File: config.mk
export PLATFORM = sky130hd
export DESIGN_NAME = aabb_cfg
export DESIGN_NICKNAME = d
export VERILOG_FILES = /design/src/rtl/aabb_pkg.sv /design/src/rtl/aabb_cfg.sv
export SDC_FILE = /design/constraint.sdc
export NUM_CORES = 1
export LEC_CHECK = 0
export ABC_AREA = 1
export BUFFER_PORTS_ARGS = -buffer_cell sky130_fd_sc_hd__buf_2
export CAP_MARGIN = 20
export CORE_ASPECT_RATIO = 1.2
export CORE_MARGIN = 1.5
export CORE_UTILIZATION = 46
export DETAILED_ROUTE_END_ITERATION = 10
export PLACE_DENSITY = 0.77
export SYNTH_ARGS = -nofsm -noshare
export SYNTH_HDL_FRONTEND = slang
export SYNTH_SLANG_ARGS = --single-unit
export TNS_END_PERCENT = 10
File: constraint.sdc
create_clock -name clk -period 0.8 [get_ports clk]
set_input_delay 0 -clock clk [delete_from_list [all_inputs] [get_ports clk]]
set_output_delay 0 -clock clk [all_outputs]
set_load 0.02 [all_outputs]
File: src/rtl/aabb_pkg.sv
package aabb_pkg;

    // default coordinate format
    localparam int COORD_WIDTH_DEF = 32;
    localparam int COORD_FRAC_DEF  = 16;

    // scaled corners carry this many extra integer bits
    localparam int SCALED_EXTRA = 8;

    // configuration port
    localparam int CFG_INDEX_W = 3;
    localparam int CFG_DATA_W  = 64;

    localparam logic [CFG_INDEX_W-1:0] REG_POSITION_XY  = 3'd0;
    localparam logic [CFG_INDEX_W-1:0] REG_POSITION_Z   = 3'd1;
    localparam logic [CFG_INDEX_W-1:0] REG_ROTATION_QUAT = 3'd2;
    localparam logic [CFG_INDEX_W-1:0] REG_SCALE_XY     = 3'd3;
    localparam logic [CFG_INDEX_W-1:0] REG_SCALE_Z      = 3'd4;

    // register reset values
    localparam logic [63:0] RST_POSITION_XY   = 64'h0000_0000_0000_0000;
    localparam logic [31:0] RST_POSITION_Z    = 32'h0000_0000;
    localparam logic [63:0] RST_ROTATION_QUAT = 64'h4000_0000_0000_0000;
    localparam logic [63:0] RST_SCALE_XY      = 64'h0001_0000_0001_0000;
    localparam logic [31:0] RST_SCALE_Z       = 32'h0001_0000;

    // quaternion and rotation matrix formats
    localparam int QUAT_W    = 16;
    localparam int QUAT_FRAC = 14;
    localparam int QPROD_W   = 2 * QUAT_W;
    localparam int ROT_Q_W   = 36;
    localparam int ROT_FRAC  = 16;
    localparam int ROT_SHIFT = 2 * QUAT_FRAC - ROT_FRAC;
    localparam int ROT_W     = 22;

    // cycles from an accepted item to its result strobe
    localparam int PIPE_DEPTH = 9;

    typedef logic signed [ROT_W-1:0] rot_t;

    typedef struct packed {
        logic [63:0] position_xy;
        logic [31:0] position_z;
        logic [63:0] rotation_quat;
        logic [63:0] scale_xy;
        logic [31:0] scale_z;
    } cfg_t;

endpackage

File: src/rtl/aabb_cfg.sv
module aabb_cfg (
    input  logic                                clk,
    input  logic                                rst_n,
    input  logic                                cfg_valid,
    output logic                                cfg_ready,
    input  logic [aabb_pkg::CFG_INDEX_W-1:0]    cfg_index,
    input  logic [aabb_pkg::CFG_DATA_W-1:0]     cfg_data,
    output aabb_pkg::cfg_t                      cfg
);

    aabb_pkg::cfg_t cfg_reg;
    aabb_pkg::cfg_t cfg_next;

    // writes are always accepted, cfg_ready is tied high
    assign cfg_ready = 1'b1;

    // register write decode, unknown index leaves everything as is
    always_comb
    begin
        cfg_next = cfg_reg;
        if (cfg_valid)
        begin
            unique case (cfg_index)
                aabb_pkg::REG_POSITION_XY:   cfg_next.position_xy   = cfg_data;
                aabb_pkg::REG_POSITION_Z:    cfg_next.position_z    = cfg_data[31:0];
                aabb_pkg::REG_ROTATION_QUAT: cfg_next.rotation_quat = cfg_data;
                aabb_pkg::REG_SCALE_XY:      cfg_next.scale_xy      = cfg_data;
                aabb_pkg::REG_SCALE_Z:       cfg_next.scale_z       = cfg_data[31:0];
                default:                     cfg_next               = cfg_reg;
            endcase
        end
    end

    always_ff @(posedge clk or negedge rst_n)
    begin
        if (!rst_n)
        begin
            cfg_reg.position_xy   <= aabb_pkg::RST_POSITION_XY;
            cfg_reg.position_z    <= aabb_pkg::RST_POSITION_Z;
            cfg_reg.rotation_quat <= aabb_pkg::RST_ROTATION_QUAT;
            cfg_reg.scale_xy      <= aabb_pkg::RST_SCALE_XY;
            cfg_reg.scale_z       <= aabb_pkg::RST_SCALE_Z;
        end
        else
        begin
            cfg_reg <= cfg_next;
        end
    end

    assign cfg = cfg_reg;

endmodule

# Word-level counts from Yosys, hierarchy flattened
# Cells that the tools add are included.
dict set report op_classes {
  eq_ne 4
  reduce_logical 6
}
# cell count
set ops {}
lappend ops {{AND reduction 2 bit} 5}
lappend ops {{== test 3 x 2 -> 1 bit, second input constant} 2}
lappend ops {{== test 3 x 1 -> 1 bit, second input constant} 1}
lappend ops {{== test 3 bit, second input constant} 1}
lappend ops {{logical NOT 3 bit} 1}
dict set report word_totals {
  register_bits 256
  output_inout_bits 257
  elab_cells 15
}

# Depth between registers and ports, before layout
# Gate-level depths: netlist of the first run.
dict set report logic_depth {
  depth_word 2
  depth_mapped 7
  depth_no_buf 5
}

# Worst setup path after synthesis of the first run
# OpenSTA, ideal clock, no wires.
dict set report synth_path {
  kind {input port to flip-flop}
  start {input cfg_valid}
  end {register cfg_reg (netlist bit cfg[75])}
  setup_ns 0.116
  arrival_time_ns 0.737
  slack_ns -0.054
  cell_stages 7
  path_buffers 2
  path_cell_list {inv_1 -> nor2_1 -> buf_2 -> nand2_2 -> clkbuf_1 -> nand2_1 -> nand2_1}
}
dict set report synth_between {
  elab_chain_len 1
}
# element line
set synth_lines {}
lappend synth_lines {{start, declared} aabb_cfg.sv:4} ;# input logic cfg_valid,
lappend synth_lines {{AND reduction 2 bit (no line)} -}
lappend synth_lines {{end signal, assigned} aabb_cfg.sv:46} ;# cfg_reg <= cfg_next;
lappend synth_lines {{end, declared} aabb_cfg.sv:11} ;# aabb_pkg::cfg_t cfg_reg;
# Every way passes these cells.
# A chain may end at the register's enable or synchronous reset.

# Worst setup path after layout of the first run
dict set report layout_path {
  start {register cfg_reg (netlist bit cfg[48])}
  end {output cfg[48] (netlist bit)}
}
# element line
set layout_rtl {}
lappend layout_rtl {{end, declared} aabb_cfg.sv:8} ;# output aabb_pkg::cfg_t cfg
# No word-level cell between the ends.

==> impl_metrics.py, run 1 <==
metrics = {
    "run_status": {
        "status": "complete, but fails checks",
        "violations": "negative hold slack, negative setup slack",
    },
    "placed_design": {
        "dp_hpwl_um": 21700,
        "portBuffers": 325,
        "routabilityCongestion": 0.8485,
        "placed_cell_area_um2": 12370,
    },
    "layout": {
        "final_nets": 1608,
        "multi_input_area_um2": 3223,
        "final_cell_area_um2": 14860,
        "antenna_cells": 0,
        "regArea_um2": 6411,
        "areaGrowthSynthToFinish_pct": 49.30,
        "nFillCells": 1399,
        "drive_gt1_frac": 0.2890,
        "largest_reg_flops": 256,
    },
    "route": {
        "drt-vias-per-instance": 5.315,
        "wl_per_cell_um": 18.83,
        "route.met2.wl_um": 16970,
        "ant_nets": 0,
        "wl_met3_um": 2983,
        "dr.pass1.iters": 6,
        "wl_met1_um": 12810,
        "drt_iter0_markers": 797,
        "vias": 9710,
        "highest_layer": "met4",
        "wl_um": 34410,
        "drc": 0,
    },
    "worst_setup_path": {
        "crit_chain": "buf_6",
        "cp_top_family": "flip-flops",
        "path_class": "flop to output port",
        "crit_path_start_kind": "flop",
        "worstPathMaxFanout": 2,
        "crit_path_top_delay_cell": "dfstp_2",
        "crit_arrival_ps": 1190,
        "slowest_delay_ps": 550,
        "cp-end-kind": "output port",
        "crit_required_ps": 800,
        "path_buf_inv": 1,
    },
    "clocking": {
        "cts_buffers": 25,
        "cts_tree": "built",
        "clk_pin_slew_worst_paths_ps": 70,
        "cts.sinks": 256,
        "htreeDepth": 1,
        "clk_latency_ps": 530,
        "cts_root_buf": "clkbuf_16",
        "hold_buffers": 67,
        "cts_max_path_buffers": 3,
    },
    "timing": {
        "final_max_slew_viol_count": 0,
        "hold_viol_final": 12,
        "finalCritPeriodShare": 1.491,
        "max_freq_ghz": 0.8382,
        "fin_crit_ps": 1193,
        "whs_ps": -111.2,
        "finalSetupViolCount": 256,
        "rsz0062_at_grt": "yes",
        "setup_slack_ps": -393.0,
        "skew_ps": 0,
    },
    "synth": {
        "ys_top_cells_by_area": "dfrtp_1, nand2_1, nand3_1",
        "synth.distinct_cells": 14,
        "synth_most_common_cell": "nand2_1",
        "avgSynthCellArea_um2": 8.921,
        "muxShareOfSynthArea": 0,
        "synth_top_family_by_area": "simple AND/OR/NAND/NOR gates",
        "synth_top_cell_area_share": 0.6334,
        "ys_ff_latch": 256,
        "synth_top_flop_cell": "dfrtp_1",
        "synth-adder-area-share": 0,
        "mappedNetlistArea_um2": 9956,
        "synth_commonest_cells": "nand2_1, dfrtp_1, nand3_1",
        "synth-xor-area-share": 0,
        "yosysTopAreaCell": "dfrtp_1",
        "ys_warn_count": 0,
        "synthSimpleGateAreaFrac": 0.3198,
        "async_reset_ff_frac": 1.000,
        "synth_nets": 1186,
        "yosysSeqAreaShare": 0.6440,
        "synthCells": 1116,
        "synth_compound_area_frac": 0,
        "synth-edff-count": 0,
    },
    "die": {
        "row_count": 58,
        "io_pins": 327,
        "die_w_um": 137.3,
        "die_y_um": 164.2,
        "core_um2": 21120,
        "die_area_um2": 22540,
        "start_util": 0.4714,
    },
    "grt": {
        "antenna_found_initial": 0,
        "grt_first_pass_wirelength_um": 51920,
        "grt.total_usage": 0.2986,
        "grt_pass1_vias": 9638,
        "overflow": 0,
        "grt_start_max_net_pins": 60,
    },
    "power_and_ir_drop": {
        "power_density_nw_per_um2": 2737,
        "p_leak_nw": 8.223,
        "peakVddDrop_uv": 1891,
    },
    "hold_path": {
        "min_path_type": "primary input to async pin",
    },
    "run": {
        "max_cap_violations": 0,
    },
}
-- placed cells by master (no fill, tap or decap) --
master         count
nand2_1          580
dfrtp_1          252
nand3_1          192
buf_2            180
buf_6            144
dlygate4sd3_1     67
buf_4             50
clkbuf_16         25
buf_12            25
clkbuf_1          10
inv_1              5
nor2_4             5
nand2_2            4
dfstp_2            4
clkinv_2           4
clkbuf_8           4
inv_6              2
inv_2              1
conb_1             1
bufinv_16          1
buf_8              1
-- final cells by class --
type                       count  share of cell area
clock buffer                  39             0.04832
clock inverter                 7            0.004545
inverter                       6            0.001515
multi-input combinational    782              0.2168
sequential                   256              0.4313
tap                          270             0.02273
timing repair buffer         467              0.2747
-- cells by family after synthesis --
kind of cell / count (synthesis)
and+or+nand+nor: 781
DFF: 256
buffers and inverters: 78
other: 1
-- per-stage QoR --
step,std cells,setup slack (ps),TNS (ps),power [mW],utilization
final,1827,-393.0,-68410,40.68,0.7039
after global routing,1827,-407.5,-74470,42.38,0.7039
after detailed placement,1696,-188.3,-39640,26.70,0.5857
after CTS,1814,-399.0,-71100,39.67,0.6825
after floorplan,1116,-10.44,-348.6,22.16,-
after global placement,1696,-157.7,-33170,26.40,0.5857
-- timing repair --
action	CTS	global route
setup endpoints to repair	256	256
endpoints found under the hold margin	512	12
pin swaps	0	1
resized for setup	176	113
buffers inserted	5	13
-- routing by layer --
layer  vias up  global-route usage
li1       4367                   -
met1      4674              0.3776
met2       551              0.4906
met3       118             0.06080
met4         0              0.1421
met5         -                   0
-- power by group --
part           internal [mW]  total [mW]  switching, mW  leakage (nW)
Clock                   6.51        11.5           5.00         0.387
Sequential              15.4        17.2           1.74          3.21
Combinational           5.07        12.0           6.95          4.62
-- path summary, 6_finish.rpt --
check                              from       end  slack [ps]  cells after the start
max                             cfg[48]   cfg[48]        -390                      1
min                               rst_n  cfg[201]        -110                      2
max reg2reg                     cfg[63]   cfg[63]          10                      3
min reg2reg                    cfg[255]  cfg[255]         470                      2
max in group asynchronous         rst_n   cfg[45]         330                      4
min in group clk           cfg_index[1]   cfg[24]          30                      5
Power figures use the tool's default switching activity.
==> run 2, diff against run 1 <==
- CORE_ASPECT_RATIO: 1.2 -> 1.25
==> impl_metrics.py, run 2 (synthesis gave the netlist of run 1 again) <==
metrics = {
    "worst_setup_path": {
        "startpoint": "cfg[48]",
        "reg2reg_depth": 3,
        "cp-end-kind": "output port",
        "crit_path_start_kind": "flop",
        "rrSetupSlack_ps": -20,
        "path_class": "flop to output port",
        "setup.worst_path.end": "cfg[48]",
        "crit_arrival_ps": 1190,
        "cp_top_family": "flip-flops",
        "path_buf_inv": 1,
        "critical_path_depth": 1,
        "worstPathMaxFanout": 2,
        "crit_path_top_delay_cell": "dfstp_2",
        "crit_chain": "buf_6",
        "crit_required_ps": 800,
        "slowest_delay_ps": 550,
        "r2r_start": "cfg[158]",
        "timing.rr.end": "cfg[158]",
    },
    "timing": {
        "max_freq_ghz": 0.8410,
        "fin_crit_ps": 1189,
        "skew_ps": 0,
        "rsz0062_at_grt": "yes",
        "finalSetupViolCount": 257,
        "finalCritPeriodShare": 1.486,
        "final_max_slew_viol_count": 0,
        "whs_ps": -38.29,
        "hold_viol_final": 21,
        "setup_slack_ps": -389.0,
    },
    "clocking": {
        "cts.sinks": 256,
        "htreeDepth": 1,
        "cts_max_path_buffers": 3,
        "hold_buffers": 65,
        "cts_tree": "built",
        "cts_root_buf": "clkbuf_16",
        "cts_buffers": 25,
        "clk_latency_ps": 530,
        "clk_pin_slew_worst_paths_ps": 60,
    },
    "die": {
        "die_w_um": 134.6,
        "start_util": 0.4653,
        "io_pins": 327,
        "core_um2": 21400,
        "die_y_um": 167.5,
        "die_area_um2": 22540,
        "row_count": 60,
    },
    "power_and_ir_drop": {
        "finalPower_mw": 40.83,
        "power.share.combinational": 0.288,
        "p_leak_nw": 8.161,
        "power_density_nw_per_um2": 2778,
        "power.share.sequential": 0.419,
        "peakVddDrop_uv": 1911,
        "power.internal_mw": 27.25,
        "switching_power_mw": 13.58,
        "p_sw_frac": 0.3326,
        "clkPwrFrac": 0.294,
    },
    "route": {
        "drc": 0,
        "wl_per_cell_um": 18.46,
        "wl_um": 33750,
        "drt-vias-per-instance": 5.332,
        "ant_nets": 0,
        "drt_iter0_markers": 723,
        "vias": 9746,
        "dr.pass1.iters": 6,
    },
    "placed_design": {
        "routabilityCongestion": 0.8624,
        "placed_cell_area_um2": 12270,
        "portBuffers": 325,
        "dp_hpwl_um": 21020,
    },
    "grt": {
        "grt.total_usage": 0.2930,
        "antenna_found_initial": 0,
        "grt_first_pass_wirelength_um": 52050,
        "grt_pass1_vias": 9624,
        "overflow": 0,
        "grt_start_max_net_pins": 47,
    },
    "run_status": {
        "status": "complete, but fails checks",
        "violations": "negative hold slack, negative setup slack",
    },
    "hold_path": {
        "min_path_type": "primary input to async pin",
    },
    "layout": {
        "nFillCells": 1554,
        "final_cell_area_um2": 14700,
        "areaGrowthSynthToFinish_pct": 47.66,
        "final_cell_mix": "nand2_1, dfrtp_1, buf_2, nand3_1, buf_6",
        "drive_gt1_frac": 0.2886,
        "antenna_cells": 0,
        "final_util": 0.6871,
        "mostFrequentLayoutCell": "nand2_1",
        "multi_input_area_um2": 3223,
        "final_nets": 1600,
        "regArea_um2": 6411,
        "largest_reg_flops": 256,
    },
    "run": {
        "max_cap_violations": 0,
    },
}
## run 2: changes by cell type in the layout (fill, tap and decap cells not counted), sizes merged
| cell | previous run | this run |
|---|---|---|
| dlygate4sd3 | 67 | 65 |
| bufinv | 1 | 2 |
| buf | 400 | 394 |
| clkinv | 4 | 5 |
| inv | 8 | 7 |
| clkbuf | 39 | 38 |
## run 2: timing repair
item / in CTS / in global routing
endpoints found under the hold margin: 512 / 15
gates resized for setup: 170 / 94
endpoints found under the setup margin: 256 / 257
setup buffers: 7 / 10
## run 2: worst min-delay path by stage
| stage | to |
|---|---|
| after floorplan | cfg[0] |
| after global placement | cfg[168] |
| after detailed placement | cfg[168] |
| after CTS | cfg[159] |
| after global routing | cfg[168] |
| final | cfg[160] |
## run 2: cell type report
class,instances,area share
Clock inverter,8,0.006639
Inverter,6,0.001532
Multi-Input combinational cell,782,0.2193
Timing Repair Buffer,459,0.2627
Sequential cell,256,0.4361
Tap cell,279,0.02375
Clock buffer,38,0.04996
## run 2: metal layers
layer	wire, µm	GRT usage	up-vias	share of wire
li1	-	-	4335	-
met1	12560	0.3703	4716	0.37
met2	16620	0.4816	574	0.49
met3	2854	0.05540	121	0.085
met4	1720	0.1482	0	0.051
met5	0	0	-	0
## run 2: power groups by stage
stage | clock, mW | combinational, mW | sequential, mW
2_1_floorplan | 0 | 2.24 | 19.9
3_3_place_gp | 0 | 9.45 | 16.8
3_5_place_dp | 0 | 9.68 | 16.9
4_1_cts | 12.2 | 11.0 | 16.9
5_1_grt | 12.6 | 12.6 | 17.3
6_report | 12.0 | 11.7 | 17.1
## run 2: metrics by stage
step	worst slack, ps	setup TNS [ps]	std cells
global route	-419.1	-74930	1828
detailed placement	-243.5	-47260	1700
finish	-389.0	-67490	1828
global placement	-184.1	-38790	1700
floorplan	-10.44	-348.6	1116
CTS	-400.7	-71310	1818
